[src/hdl/cpid_pkg.sv]
// ----------------------------------------------------------------------------
// cpid_pkg
// Types, widths and constants shared by the cooling PID controller modules.
// ----------------------------------------------------------------------------
package cpid_pkg;

  // field widths
  localparam int TEMP_W  = 16;
  localparam int TIME_W  = 32;
  localparam int GAIN_W  = 16;
  localparam int DRIVE_W = 8;

  // internal value widths
  localparam int ERR_W   = 17;  // measured - target
  localparam int DERR_W  = 18;  // error - previous error
  localparam int INTEG_W = 22;  // integral, 1/16 degC * ms, within +-1600000
  localparam int RATE_W  = 28;  // derivative, 1/16 degC per s
  localparam int ACC_W   = 56;  // weighted sum

  // shared multiplier
  localparam int MUL_AW = 33;
  localparam int MUL_BW = 28;
  localparam int MUL_PW = MUL_AW + MUL_BW;

  // divider, unsigned magnitudes
  localparam int DIV_NW = 28;
  localparam int DIV_DW = 32;
  localparam int DIV_CW = $clog2(DIV_NW);

  // configuration
  localparam int CFG_IDX_W = 2;
  localparam int CFG_DATA_W = 16;

  typedef enum logic [CFG_IDX_W-1:0] {
    REG_GAIN_P = 2'd0,
    REG_GAIN_I = 2'd1,
    REG_GAIN_D = 2'd2,
    REG_TARGET = 2'd3
  } cfg_reg_e;

  localparam logic signed [GAIN_W-1:0] GAIN_P_RST = 16'sd256;
  localparam logic signed [GAIN_W-1:0] GAIN_I_RST = 16'sd0;
  localparam logic signed [GAIN_W-1:0] GAIN_D_RST = 16'sd0;
  localparam logic signed [TEMP_W-1:0] TARGET_RST = 16'sd480;

  // arithmetic constants
  localparam int INTEG_LIMIT = 1600000;     // 100 degC*s
  localparam int MS_PER_S    = 1000;
  localparam int DECAY_MUL   = 9;
  localparam int DECAY_DIV   = 10;
  localparam int SCALE_SHIFT = 12;          // 4096000 = 4096 * 1000
  localparam int DRIVE_CAP   = 1048576000;  // 256 * 4096000
  localparam int DRIVE_MAX   = 255;

  // reciprocals: exact floor divide for magnitudes below 2^24 (by 10)
  // and below 256000 (by 1000)
  localparam int DECAY_RECIP       = 13421773;  // ceil(2^27 / 10)
  localparam int DECAY_SHIFT       = 27;
  localparam int SCALE_RECIP       = 268436;    // ceil(2^28 / 1000)
  localparam int SCALE_RECIP_SHIFT = 28;

  typedef struct packed {
    logic              start;
    logic [DIV_NW-1:0] num;
    logic [DIV_DW-1:0] den;
  } div_req_t;

  typedef struct packed {
    logic              done;
    logic [DIV_NW-1:0] quot;
  } div_rsp_t;

  typedef enum logic [3:0] {
    ST_IDLE,
    ST_PREP,
    ST_MUL_I,
    ST_INT,
    ST_DECAY,
    ST_MUL_D,
    ST_RATE_DIV,
    ST_RATE_WAIT,
    ST_KP,
    ST_PE,
    ST_KD,
    ST_DR,
    ST_KI,
    ST_SUM,
    ST_SCALE,
    ST_OUT_DIV
  } cpid_state_e;

endpackage

[src/hdl/cpid_div.sv]
// ----------------------------------------------------------------------------
// cpid_div
// Restoring divider: one quotient bit per cycle, unsigned magnitudes.
// ----------------------------------------------------------------------------
module cpid_div (
  input  logic               clk_i,
  input  logic               rst_ni,
  input  cpid_pkg::div_req_t req_i,
  output cpid_pkg::div_rsp_t rsp_o
);
  import cpid_pkg::*;

  logic              busy_q, busy_d;
  logic              done_q, done_d;
  logic [DIV_CW-1:0] cnt_q, cnt_d;
  logic [DIV_DW:0]   rem_q, rem_d;
  logic [DIV_NW-1:0] quo_q, quo_d;
  logic [DIV_DW-1:0] den_q, den_d;
  logic [DIV_DW:0]   rem_sh;
  logic [DIV_DW:0]   trial;

  always_comb begin
    rem_sh = {rem_q[DIV_DW-1:0], quo_q[DIV_NW-1]};
    trial  = rem_sh - {1'b0, den_q};
    busy_d = busy_q;
    done_d = 1'b0;
    cnt_d  = cnt_q;
    rem_d  = rem_q;
    quo_d  = quo_q;
    den_d  = den_q;
    if (req_i.start) begin
      busy_d = 1'b1;
      cnt_d  = '0;
      rem_d  = '0;
      quo_d  = req_i.num;
      den_d  = req_i.den;
    end else if (busy_q) begin
      // borrow set: divisor does not fit, keep the shifted remainder
      if (trial[DIV_DW]) begin
        rem_d = rem_sh;
        quo_d = {quo_q[DIV_NW-2:0], 1'b0};
      end else begin
        rem_d = trial;
        quo_d = {quo_q[DIV_NW-2:0], 1'b1};
      end
      cnt_d = cnt_q + 1'b1;
      if (cnt_q == DIV_CW'(DIV_NW - 1)) begin
        busy_d = 1'b0;
        done_d = 1'b1;
      end
    end
  end

  always_ff @(posedge clk_i or negedge rst_ni) begin
    if (!rst_ni) begin
      busy_q <= 1'b0;
      done_q <= 1'b0;
      cnt_q  <= '0;
    end else begin
      busy_q <= busy_d;
      done_q <= done_d;
      cnt_q  <= cnt_d;
    end
  end

  always_ff @(posedge clk_i) begin
    rem_q <= rem_d;
    quo_q <= quo_d;
    den_q <= den_d;
  end

  assign rsp_o.done = done_q;
  assign rsp_o.quot = quo_q;

endmodule

[src/hdl/cpid_mul.sv]
// ----------------------------------------------------------------------------
// cpid_mul
// Shared signed multiplier with a registered product.
// ----------------------------------------------------------------------------
module cpid_mul (
  input  logic                                clk_i,
  input  logic                                en_i,
  input  logic signed [cpid_pkg::MUL_AW-1:0]  a_i,
  input  logic signed [cpid_pkg::MUL_BW-1:0]  b_i,
  output logic signed [cpid_pkg::MUL_PW-1:0]  prod_o
);
  import cpid_pkg::*;

  logic signed [MUL_PW-1:0] prod_q;
  logic signed [MUL_PW-1:0] prod_d;

  assign prod_d = a_i * b_i;

  always_ff @(posedge clk_i) begin
    if (en_i) begin
      prod_q <= prod_d;
    end
  end

  assign prod_o = prod_q;

endmodule

[src/hdl/cooling_pid_controller_top.sv]
// ----------------------------------------------------------------------------
// cooling_pid_controller_top
// Cooling PID: error, integral, derivative and weighted drive sum, computed
// step by step on one shared multiplier and one divider.
// ----------------------------------------------------------------------------
// Sequence: a clear or a zero time step goes from PREP straight to OUT_DIV.
// A sample runs MUL_I, INT, DECAY when the integral decays, MUL_D, the rate
// divide on the 28-step divider, then KP, PE, KD, DR, KI, SUM, SCALE, OUT_DIV.
// One word at a time: s_axis_tready is high only when idle, so the next word
// can be taken at the earliest in the cycle in which the result is first presented.
// Reset: gains and setpoint return to defaults, controller state to zero.
// ----------------------------------------------------------------------------
module cooling_pid_controller_top (
  input  logic                              clk_i,
  input  logic                              rst_ni,
  // config write port
  input  logic                              cfg_we_i,
  input  logic [cpid_pkg::CFG_IDX_W-1:0]    cfg_idx_i,
  input  logic [cpid_pkg::CFG_DATA_W-1:0]   cfg_data_i,
  // input stream
  input  logic                              s_axis_tvalid,
  output logic                              s_axis_tready,
  input  logic [47:0]                       s_axis_tdata,  // measured_temperature, timestamp_ms
  input  logic [0:0]                        s_axis_tuser,  // action
  // output stream
  output logic                              m_axis_tvalid,
  input  logic                              m_axis_tready,
  output logic [cpid_pkg::DRIVE_W-1:0]      m_axis_tdata   // drive_level
);
  import cpid_pkg::*;

  cpid_state_e state_q, state_d;

  // configuration
  logic signed [GAIN_W-1:0] kp_q, ki_q, kd_q;
  logic signed [TEMP_W-1:0] target_q;

  // controller state
  logic signed [ERR_W-1:0]   prev_err_q, prev_err_d;
  logic signed [INTEG_W-1:0] integ_q, integ_d;
  logic [TIME_W-1:0]         prev_time_q, prev_time_d;

  // per-word working registers
  logic                      act_q;
  logic signed [TEMP_W-1:0]  temp_q;
  logic [TIME_W-1:0]         now_q;
  logic [TIME_W-1:0]         dt_q, dt_d;
  logic signed [ERR_W-1:0]   e_q, e_d;
  logic signed [DERR_W-1:0]  de_q, de_d;
  logic signed [RATE_W-1:0]  rate_q, rate_d;
  logic signed [ACC_W-1:0]   acc_q, acc_d;
  logic [DRIVE_W-1:0]        drive_q, drive_d;
  logic                      scale_pend_q, scale_pend_d;

  // output register
  logic                      out_valid_q, out_valid_d;
  logic [DRIVE_W-1:0]        out_data_q, out_data_d;

  // shared units
  logic                      mul_en;
  logic signed [MUL_AW-1:0]  mul_a;
  logic signed [MUL_BW-1:0]  mul_b;
  logic signed [MUL_PW-1:0]  prod;
  div_req_t                  div_req;
  div_rsp_t                  div_rsp;

  logic                      in_acc;
  logic [TIME_W-1:0]         dt_calc;
  logic signed [ERR_W-1:0]   e_calc;
  logic                      e_pos;
  logic [MUL_PW-1:0]         prod_abs;
  logic signed [MUL_PW:0]    isum;
  logic signed [DIV_NW:0]    quot_s;
  logic signed [DIV_NW:0]    quot_n;
  logic signed [DIV_NW:0]    quot_sel;

  cpid_mul u_mul (
    .clk_i  (clk_i),
    .en_i   (mul_en),
    .a_i    (mul_a),
    .b_i    (mul_b),
    .prod_o (prod)
  );

  cpid_div u_div (
    .clk_i  (clk_i),
    .rst_ni (rst_ni),
    .req_i  (div_req),
    .rsp_o  (div_rsp)
  );

  assign s_axis_tready = (state_q == ST_IDLE);
  assign in_acc        = s_axis_tvalid && s_axis_tready;

  assign dt_calc  = now_q - prev_time_q;
  assign e_calc   = ERR_W'(temp_q) - ERR_W'(target_q);
  assign e_pos    = !e_q[ERR_W-1] && (e_q != '0);
  assign prod_abs = prod[MUL_PW-1] ? MUL_PW'(-prod) : MUL_PW'(prod);
  assign isum     = (MUL_PW+1)'(integ_q) + (MUL_PW+1)'(prod);
  // divider magnitude back to a signed value, sign taken from the product
  assign quot_s   = $signed({1'b0, div_rsp.quot});
  assign quot_n   = -quot_s;
  assign quot_sel = prod[MUL_PW-1] ? quot_n : quot_s;

  always_comb begin
    state_d      = state_q;
    prev_err_d   = prev_err_q;
    integ_d      = integ_q;
    prev_time_d  = prev_time_q;
    dt_d         = dt_q;
    e_d          = e_q;
    de_d         = de_q;
    rate_d       = rate_q;
    acc_d        = acc_q;
    drive_d      = drive_q;
    scale_pend_d = scale_pend_q;
    out_valid_d  = out_valid_q && !m_axis_tready;
    out_data_d   = out_data_q;
    mul_en       = 1'b0;
    mul_a        = '0;
    mul_b        = '0;
    div_req      = '0;

    unique case (state_q)
      ST_IDLE: begin
        if (in_acc) begin
          state_d = ST_PREP;
        end
      end
      ST_PREP: begin
        prev_time_d  = now_q;
        dt_d         = dt_calc;
        e_d          = e_calc;
        de_d         = DERR_W'(e_calc) - DERR_W'(prev_err_q);
        drive_d      = '0;
        scale_pend_d = 1'b0;
        if (act_q) begin
          prev_err_d = '0;
          integ_d    = '0;
          state_d    = ST_OUT_DIV;
        end else if (dt_calc == '0) begin
          state_d = ST_OUT_DIV;
        end else begin
          state_d = ST_MUL_I;
        end
      end
      ST_MUL_I: begin
        mul_en = 1'b1;
        if (e_pos) begin
          mul_a = $signed({1'b0, dt_q});
          mul_b = MUL_BW'(e_q);
        end else begin
          mul_a = MUL_AW'(integ_q);
          mul_b = MUL_BW'(DECAY_MUL);
        end
        state_d = ST_INT;
      end
      ST_INT: begin
        if (e_pos) begin
          if (isum > (MUL_PW+1)'(INTEG_LIMIT)) begin
            integ_d = INTEG_W'(INTEG_LIMIT);
          end else if (isum < -(MUL_PW+1)'(INTEG_LIMIT)) begin
            integ_d = -INTEG_W'(INTEG_LIMIT);
          end else begin
            integ_d = INTEG_W'(isum);
          end
          state_d = ST_MUL_D;
        end else begin
          // |9 * I| / 10 by reciprocal multiply
          mul_en  = 1'b1;
          mul_a   = $signed({1'b0, prod_abs[MUL_AW-2:0]});
          mul_b   = MUL_BW'(DECAY_RECIP);
          state_d = ST_DECAY;
        end
      end
      ST_DECAY: begin
        // sign of 9 * I is the sign of I
        if (integ_q[INTEG_W-1]) begin
          integ_d = -$signed(prod[DECAY_SHIFT +: INTEG_W]);
        end else begin
          integ_d = $signed(prod[DECAY_SHIFT +: INTEG_W]);
        end
        state_d = ST_MUL_D;
      end
      ST_MUL_D: begin
        mul_en  = 1'b1;
        mul_a   = MUL_AW'(de_q);
        mul_b   = MUL_BW'(MS_PER_S);
        state_d = ST_RATE_DIV;
      end
      ST_RATE_DIV: begin
        div_req.start = 1'b1;
        div_req.num   = prod_abs[DIV_NW-1:0];
        div_req.den   = dt_q;
        state_d       = ST_RATE_WAIT;
      end
      ST_RATE_WAIT: begin
        if (div_rsp.done) begin
          rate_d     = RATE_W'(quot_sel);
          prev_err_d = e_q;
          state_d    = ST_KP;
        end
      end
      ST_KP: begin
        mul_en  = 1'b1;
        mul_a   = MUL_AW'(kp_q);
        mul_b   = MUL_BW'(MS_PER_S);
        state_d = ST_PE;
      end
      ST_PE: begin
        mul_en  = 1'b1;
        mul_a   = prod[MUL_AW-1:0];
        mul_b   = MUL_BW'(e_q);
        state_d = ST_KD;
      end
      ST_KD: begin
        acc_d   = ACC_W'(prod);
        mul_en  = 1'b1;
        mul_a   = MUL_AW'(kd_q);
        mul_b   = MUL_BW'(MS_PER_S);
        state_d = ST_DR;
      end
      ST_DR: begin
        mul_en  = 1'b1;
        mul_a   = prod[MUL_AW-1:0];
        mul_b   = rate_q;
        state_d = ST_KI;
      end
      ST_KI: begin
        acc_d   = acc_q + ACC_W'(prod);
        mul_en  = 1'b1;
        mul_a   = MUL_AW'(ki_q);
        mul_b   = MUL_BW'(integ_q);
        state_d = ST_SUM;
      end
      ST_SUM: begin
        acc_d   = acc_q + ACC_W'(prod);
        state_d = ST_SCALE;
      end
      ST_SCALE: begin
        if (acc_q[ACC_W-1] || acc_q == '0) begin
          drive_d = '0;
          state_d = ST_OUT_DIV;
        end else if (acc_q >= ACC_W'(DRIVE_CAP)) begin
          drive_d = DRIVE_W'(DRIVE_MAX);
          state_d = ST_OUT_DIV;
        end else begin
          // below the cap, acc >> 12 stays under 256000; / 1000 by reciprocal
          mul_en       = 1'b1;
          mul_a        = $signed({1'b0, acc_q[SCALE_SHIFT +: MUL_AW-1]});
          mul_b        = MUL_BW'(SCALE_RECIP);
          scale_pend_d = 1'b1;
          state_d      = ST_OUT_DIV;
        end
      end
      ST_OUT_DIV: begin
        // product is held here, so an in-range drive can wait for the output
        if (!out_valid_q || m_axis_tready) begin
          out_valid_d = 1'b1;
          out_data_d  = scale_pend_q ? prod[SCALE_RECIP_SHIFT +: DRIVE_W] : drive_q;
          state_d     = ST_IDLE;
        end
      end
      default: begin
        state_d = ST_IDLE;
      end
    endcase
  end

  always_ff @(posedge clk_i or negedge rst_ni) begin
    if (!rst_ni) begin
      state_q     <= ST_IDLE;
      kp_q        <= GAIN_P_RST;
      ki_q        <= GAIN_I_RST;
      kd_q        <= GAIN_D_RST;
      target_q    <= TARGET_RST;
      prev_err_q  <= '0;
      integ_q     <= '0;
      prev_time_q <= '0;
      out_valid_q <= 1'b0;
    end else begin
      state_q     <= state_d;
      prev_err_q  <= prev_err_d;
      integ_q     <= integ_d;
      prev_time_q <= prev_time_d;
      out_valid_q <= out_valid_d;
      if (cfg_we_i) begin
        unique case (cfg_reg_e'(cfg_idx_i))
          REG_GAIN_P: kp_q     <= $signed(cfg_data_i);
          REG_GAIN_I: ki_q     <= $signed(cfg_data_i);
          REG_GAIN_D: kd_q     <= $signed(cfg_data_i);
          REG_TARGET: target_q <= $signed(cfg_data_i);
        endcase
      end
    end
  end

  always_ff @(posedge clk_i) begin
    if (in_acc) begin
      act_q  <= s_axis_tuser[0];
      temp_q <= $signed(s_axis_tdata[TEMP_W-1:0]);
      now_q  <= s_axis_tdata[TEMP_W +: TIME_W];
    end
    dt_q         <= dt_d;
    e_q          <= e_d;
    de_q         <= de_d;
    rate_q       <= rate_d;
    acc_q        <= acc_d;
    drive_q      <= drive_d;
    scale_pend_q <= scale_pend_d;
    out_data_q   <= out_data_d;
  end

  assign m_axis_tvalid = out_valid_q;
  assign m_axis_tdata  = out_data_q;

endmodule

[config.mk]
export PLATFORM = sky130hd
export DESIGN_NAME = cooling_pid_controller_top
export DESIGN_NICKNAME = d
export VERILOG_FILES = /design/src/hdl/cpid_pkg.sv /design/src/hdl/cpid_div.sv /design/src/hdl/cpid_mul.sv /design/src/hdl/cooling_pid_controller_top.sv
export SDC_FILE = /design/constraint.sdc
export NUM_CORES = 2
export LEC_CHECK = 0
export BUFFER_PORTS_ARGS = -buffer_cell sky130_fd_sc_hd__buf_2
export CELL_PAD_IN_SITES_DETAIL_PLACEMENT = 0
export CELL_PAD_IN_SITES_GLOBAL_PLACEMENT = 1
export CORE_MARGIN = 2
export CORE_UTILIZATION = 50
export DETAILED_ROUTE_END_ITERATION = 6
export PLACE_DENSITY_LB_ADDON = 0.1
export SYNTH_ARGS = -nofsm -noshare
export SYNTH_HDL_FRONTEND = slang
export SYNTH_SLANG_ARGS = --single-unit
[constraint.sdc]
create_clock -name clk_i -period 12.9 [get_ports clk_i]
set_clock_uncertainty 0.1 [all_clocks]
set_input_delay 1.935 -clock clk_i [delete_from_list [all_inputs] [get_ports clk_i]]
set_output_delay 1.935 -clock clk_i [all_outputs]
set_load 0.1 [all_outputs]
# After elaboration in Yosys (flattened, before gate mapping)

Index checks and enable logic that the tools add are counted.

Shift operators: 0
Magnitude comparators: 3
Reduce and logical (&&, ||, !) cells: 33
Divide/modulo/power cells: 0
$add $sub $neg: 10
Equality and inequality tests: 27
Muxes and demuxes: 55
Bitwise operators: 0
$mul: 1

Operators by type and width:

| cell                                                                     | count |
|---|---|
| 33-bit case mux with 8 select lines                                      | 1 |
| 28-bit case mux with 7 select lines                                      | 1 |
| 32-bit 2-to-1 mux                                                        | 5 |
| 28-bit 2-to-1 mux                                                        | 4 |
| 56-bit case mux with 2 select lines                                      | 1 |
| 22-bit 2-to-1 mux                                                        | 5 |
| 22-bit case mux with 3 select lines                                      | 1 |
| 4-bit case mux with 16 select lines                                      | 1 |
| 22-bit by 61-bit adder with 62-bit output                                | 1 |
| 62-bit by 22-bit > comparator with 1-bit output (second input constant)  | 1 |
| 62-bit by 22-bit < comparator with 1-bit output (second input constant)  | 1 |
| 33-bit by 28-bit multiplier with 61-bit output                           | 1 |
| 61-bit 2-to-1 mux                                                        | 1 |
| 56-bit adder                                                             | 1 |
| 56-bit by 31-bit >= comparator with 1-bit output (second input constant) | 1 |
| 56-bit logical NOT                                                       | 1 |
| 19-bit 2-to-1 mux                                                        | 2 |
| 17-bit 2-to-1 mux                                                        | 2 |
| 17-bit case mux with 2 select lines                                      | 1 |
| 33-bit 2-to-1 mux                                                        | 1 |
| 33-bit by 32-bit subtractor with 33-bit output                           | 1 |
| 4-bit == test (second input constant)                                    | 8 |
| 32-bit logical NOT                                                       | 1 |
| 32-bit negation                                                          | 1 |
| other kinds (36)                                                         | 85 |

Bits in latches: 0
Flip-flop bits (word level): 517
Output and inout port bits: 10
ROM bits: 0
Input bits: 72
Memory bits (writable): 0
Memories kept: 0

# Logic depth before layout (Yosys ltp)

Word-level depth: 6
Depth in mapped cells: 41

# Modules after synthesis

From an unflattened synthesis, not the netlist that was laid out.

Cells, all modules: 7,234
Area total of the unflattened synthesis: 67,534.8 µm²

Modules (own cells, without submodules):

| module                     | times used | cells an instance | area each (µm²) |
|---|---|---|---|
| cpid_mul                   | 1          | 3,575             | 34,385.5 |
| cooling_pid_controller_top | 1          | 3,122             | 27,397.5 |
| cpid_div                   | 1          | 537               | 5,751.8 |

# Worst setup path after synthesis

OpenSTA, ideal clock, no wires.

Path type: flip-flop to flip-flop
From: register u_mul.prod_q[7], in the netlist u_mul.prod_o[7]
To: register u_mul.prod_q[54], in the netlist u_mul.prod_o[54], data pin
Arrival time: 10,133 ps
Setup slack: 2,404 ps
Path buffers: 1
Period minus slack after synthesis: 10,496 ps
Setup time: 263 ps
Cell stages (with the launch flop): 33
Required time: 12,537 ps
Cells stage by stage: edfxtp_1 -> or4_1 -> nor4_1 -> nand2b_1 -> nand2b_1 -> o31ai_1 -> xor2_1 -> nor2_1 -> a2111oi_0 -> clkbuf_1 -> nor2_1 -> fa_1 -> fa_1 -> fa_1 -> inv_1 -> fa_1 -> inv_1 -> fa_1 -> fa_1 -> fa_1 -> ha_1 -> ha_1 -> nand3_1 -> or3_1 -> or3_1 -> a2111oi_0 -> o21a_1 -> nor4_1 -> nor3b_1 -> nor3_1 -> o21ai_0 -> a41oi_1 -> xnor2_1

Word-level cells in the longest chain between the ends: 5

RTL lines:

| element                                            | RTL line                          | text |
|---|---|---|
| start, declared                                    | cpid_mul.sv:14                    | `logic signed [MUL_PW-1:0] prod_q;` |
| start signal, assigned                             | cpid_mul.sv:21                    | `prod_q <= prod_d;` |
| 32-bit negation                                    | cooling_pid_controller_top.sv:98  | `assign prod_abs = prod[MUL_PW-1] ? MUL_PW'(-prod) : MUL_PW'(prod);` |
| 32-bit 2-to-1 mux                                  | cooling_pid_controller_top.sv:98  |  |
| 32-bit 2-to-1 mux                                  | cooling_pid_controller_top.sv:159 | `if (e_pos) begin` |
| 33-bit case mux with 8 select lines (*)            | cooling_pid_controller_top.sv:124 | `unique case (state_q)` |
| 33-bit by 28-bit multiplier with 61-bit output (*) | cpid_mul.sv:17                    | `assign prod_d = a_i * b_i;` |
| named net u_mul.prod_d[54]                         | cpid_mul.sv:15                    | `logic signed [MUL_PW-1:0] prod_d;` |

Mark *: on every way through the listed nets, which the timed path passes. The rest lies on a longest branch.
A chain may end at the register's enable or synchronous reset.

# Worst setup path in the final report

From: register state_q[0]
To: register u_mul.prod_q[59], in the netlist u_mul.prod_o[59], data pin

Word-level cells in the longest chain between the ends: 4

RTL lines:

| element                                                                                    | RTL line                          | text |
|---|---|---|
| start, declared                                                                            | cooling_pid_controller_top.sv:32  | `cpid_state_e state_q, state_d;` |
| start signal, assigned                                                                     | cooling_pid_controller_top.sv:282 | `state_q <= state_d;` |
| 4-bit == test or 4-bit by 3-bit == test with 1-bit output (tied branches)                  | cooling_pid_controller_top.sv:124 |  |
| 3-bit OR reduction (no source line) or 2-bit OR reduction (tied branches)                  | --                                |  |
| 28-bit case mux with 7 select lines or 33-bit case mux with 8 select lines (tied branches) | cooling_pid_controller_top.sv:124 |  |
| 33-bit by 28-bit multiplier with 61-bit output (*)                                         | cpid_mul.sv:17                    |  |
| named net u_mul.prod_d[59]                                                                 | cpid_mul.sv:15                    |  |

Marks and branches as above.

==> metrics.md <==
| Metric | Value |
|---|---|
| Achievable clock frequency | ~81 MHz |
| Number of CTS-inserted buffers | 58 |
| Area of the core | ~130,000 µm² |
| Dpl hpwl | between 150,000 and 200,000 µm |
| Number of cell rows | 133 |
| EDFF count, synth | 331 |
| Cells taking the most area after synthesis | fa_1, edfxtp_1, ha_1, inv_1, nand2_1 |
| Largest fanout on the critical path | 18 |
| Via count | 53,170 |
| Die outline width | roughly 370 µm |
| Normalized max-slew margin | 9.488% |
| Total GRT Usage | 34.88% |
| Gate power share | 57.1% |
| Worst vdd ir | 0.0001429 V |
| Routed length on met1 | about 97,000 µm |
| Commonest cells after routing, fill and taps aside | inv_1, nand2_1, fa_1 |
| Nature of the critical path startpoint | flip-flop |
| Minimum setup slack among reg-to-reg paths | between 0.6 and 0.7 ns |
| Wire length of the first global-routing pass | 348,800 µm |
| Syn_nets | approximately 8,600 |
| Count of unique library cells instantiated by Yosys | 100 |
| Switching Fraction | 48.95% |
| Crit-path most repeated cell | fa_1 |
| Share of final-layout standard cells stronger than drive strength 1 | 7.275% |
| Total gr overflow | 0 |
| Final Net Count | just under 9,000 |
| Most common library cell in the layout ignoring fill and taps | inv_1 |
| Buf+Inv Stages, Crit Path | 7 |
| Post-synthesis area per instance | 9.134 µm² |
| Kind of end point of the critical path | flip-flop |
| Start point of the worst min-delay path | u_div.rem_q[25] |
| Critical path's slowest cell | and3_1 |
| Routed wire length per instance | 25.81 µm |
| Type of the most critical hold path | flip-flop to flip-flop |
| Via density per instance | approximately 5.9 |
| Via count of the first global-routing pass | 53,350 |
| Number of warnings reported in the yosys synthesis log | 0 |
| CP Launch Point | state_q[0] |
| Gpl congestion | 1.008 |
| Synth async-reset ratio | 28.82% |
| Reg2Reg Launch Point | state_q[0] |
| Setup repair after global routing missed its margin | no |
| Source-to-sink clock delay at the later pin of the worst-skew pair | roughly 0.66 ns |
| Critical setup path kind | flip-flop to flip-flop |
| Die boundary height | 366.6 µm |
| Post-route setup TNS | 0 ns |
| Largest delay share family, worst path | adder cells |
| Synthesized cell area | 65,730 µm² |
| Area share of the largest cell type after synthesis | 29.21% |
| Most frequently used flop master after synthesis | edfxtp_1 |
| Highest metal layer used by the detailed router | met5 |
| Detailed-routed wire length on met3 | 25,290 µm |
| Sequential area share after synthesis | 21.70% |
| Hold violation count in the final report | 0 |
| Worst endpoint required time | 13.20 ns |
| Switching power of the nets | 5070 µW |
| Initial Util | between 50% and 60% |
| Final core utilization | 54.11% |
| Remaining design rule violation count | 0 |
| Seq pwr share | between 20% and 30% |
| Static leakage power | around 0.034 µW |
| Clock tree root driver cell | clkbuf_16 |
| Most area-hungry cell type in the Yosys netlist | fa_1 |
| Signal arrival time at the worst endpoint | 12.57 ns |
| Number of sinks driven by the clock tree | between 500 and 600 |
| PwrDens | 146.1 nW/µm² |
| DR pass1 iterations | 6 |
| Maximum Capacitance Violations | 0 |
| Largest net degree at the start of global routing | 78 |
| Count of mapped cells out of synthesis | roughly 7,200 |
| Clock-pin slew reported for the worst setup and hold paths after clock tree synthesis | 0.06 ns |
| Part of the total power dissipated in the clock network | 16.8% |
| Internal power | 5287 µW |
| Max-slew violation count | 0 |
| DRT iter0 DRCs | 5,127 |
| Result of the run | finished, final reports clean |
| Antenna violations before repair | 13 |
| Final number of setup-violating endpoints | 0 |
| Die footprint | around 130,000 µm² |
| Ratio of final minimum period to clock period | between 90% and 100% |
| Antenna-violating nets left | 0 |
| Layout-stage area growth over the synthesis result | 7.820% |
| TritonCTS clock tree | done |
| I/O pin count | 82 |
| Post-synthesis register bit count | 510 |
| Number of port buffers | between 80 and 90 |
| Clock buffer depth | 3 |
| Total routed wirelength | 232,700 µm |
| Pin slew with the least headroom to its limit | 1.358 ns |
| Number of levels the H-tree was split into | 2 |
| Final critical path time including I/O delays and setup | 12.27 ns |
| Delay of the slowest critical-path stage | about 0.78 ns |
| Met2 layer wire length in the routed design | 98,700 µm |
==> state kept, by name, indices dropped and copies added, names as in the netlist, 4 cells and up <==
name          cells
u_div.den_q      32
acc_q            56
m_axis_tdata      8
u_div.rem_q      32
prev_err_q       17
kd_q             16
state_q           4
temp_q           16
de_q             18
ki_q             16
prev_time_q      32
u_div.quo_q      28
kp_q             16
integ_q          22
target_q         16
u_div.cnt_q       5
rate_q           28
u_mul.prod_o     61
dt_q             32
e_q              17
now_q            32
==> kinds of logic after synthesis <==
logic type | count (synthesis) | share of synthesized area (%)
flip-flops | 510 | 21.70
buffers and inverters | 1430 | 8.205
AO/OA/AOI/OAI | 1287 | 12.67
multiplexers | 119 | 1.944
adder cells (fa/ha/maj) | 1370 | 37.03
AND/OR/NAND/NOR | 2183 | 14.49
XOR/XNOR | 297 | 3.958
==> power groups by stage <==
stage	Combinational (µW)	Sequential (µW)	Clock [µW]
floorplan	3950	2520	0
global placement	5750	2700	0
detailed placement	5760	2710	0
CTS	5810	2670	1770
global route	6470	2720	1830
finish	5920	2700	1740
==> cell usage after synthesis, types with 25 or more instances <==
library cell	number
dfxtp_1	32
nand2b_1	60
nor4_1	48
a21oi_1	310
nand2_1	969
or3_1	37
nor2b_1	36
clkbuf_1	280
mux2_2	69
o21ai_0	353
xor2_1	120
a221oi_1	35
o21a_1	46
a221o_1	25
nor2_1	673
o31ai_1	36
o21bai_1	45
inv_1	1114
a31oi_1	34
edfxtp_1	331
mux2i_1	50
fa_1	959
ha_1	411
and3_1	62
a211oi_1	29
nand4_1	45
a21o_1	137
nand3_1	60
and2_1	27
dfrtp_1	142
xnor2_1	177
nor3_1	79
==> worst register-to-register path, delay by kind of cell, from the launching register on <==
kind | cells | cell delay (ns)
adder cells (fa/ha/maj) | 9 | 3.82
AO/OA/AOI/OAI | 10 | 3.27
AND/OR/NAND/NOR | 9 | 2.82
buffers and inverters | 7 | 1.30
flip-flops | 1 | 0.58
XOR/XNOR | 1 | 0.15
==> area by class of cell <==
class / instances / area, µm²
Antenna cell: 2 / 5.005
Timing Repair Buffer: 267 / 1821
Clock buffer: 78 / 1567
Clock inverter: 30 / 397.9
Tap cell: 1755 / 2196
Inverter: 1117 / 4195
Fill cell: 12210 / 60100
Sequential cell: 510 / 14270
Multi-Input combinational cell: 5256 / 46420
==> stage by stage <==
step	setup WS, ns	instances	power [µW]	hold slack, ns	area [µm²]
2_1_floorplan	2.404	7196	6474	0.3340	65730
3_3_place_gp	0.6320	8905	8446	0.3501	68880
3_5_place_dp	0.6676	8905	8469	0.3563	68880
4_1_cts	0.6324	9013	10240	0.3655	70850
5_1_grt	0.2465	9014	11020	0.3822	70870
6_report	0.6256	9015	10360	0.3644	70870
==> final timing paths <==
kind                                         end  cells past startpoint
max in group asynchronous            integ_q[21]                      2
worst min register to register   u_div.rem_q[25]                      2
worst max-delay path            u_mul.prod_o[59]                     36
worst min-delay path             u_div.rem_q[25]                      2
worst max register to register  u_mul.prod_o[59]                     36
min in group asynchronous         prev_time_q[6]                      1
==> per-layer routing <==
metal / vias to the layer above / global-route usage (%)
met5: - / 0
met3: 451 / 9.812
met4: 10 / 14.40
met2: 2424 / 51.24
met1: 26640 / 48.53
li1: 23640 / -
==> repair_timing <==
| item | in CTS | in global routing |
|---|---|---|
| endpoints found under the setup margin | 0 | 1 |
| buffers inserted | 0 | 0 |
| gates resized for setup | 0 | 2 |
| hold buffers | 0 | 0 |
(Power assumes the default switching activity.)
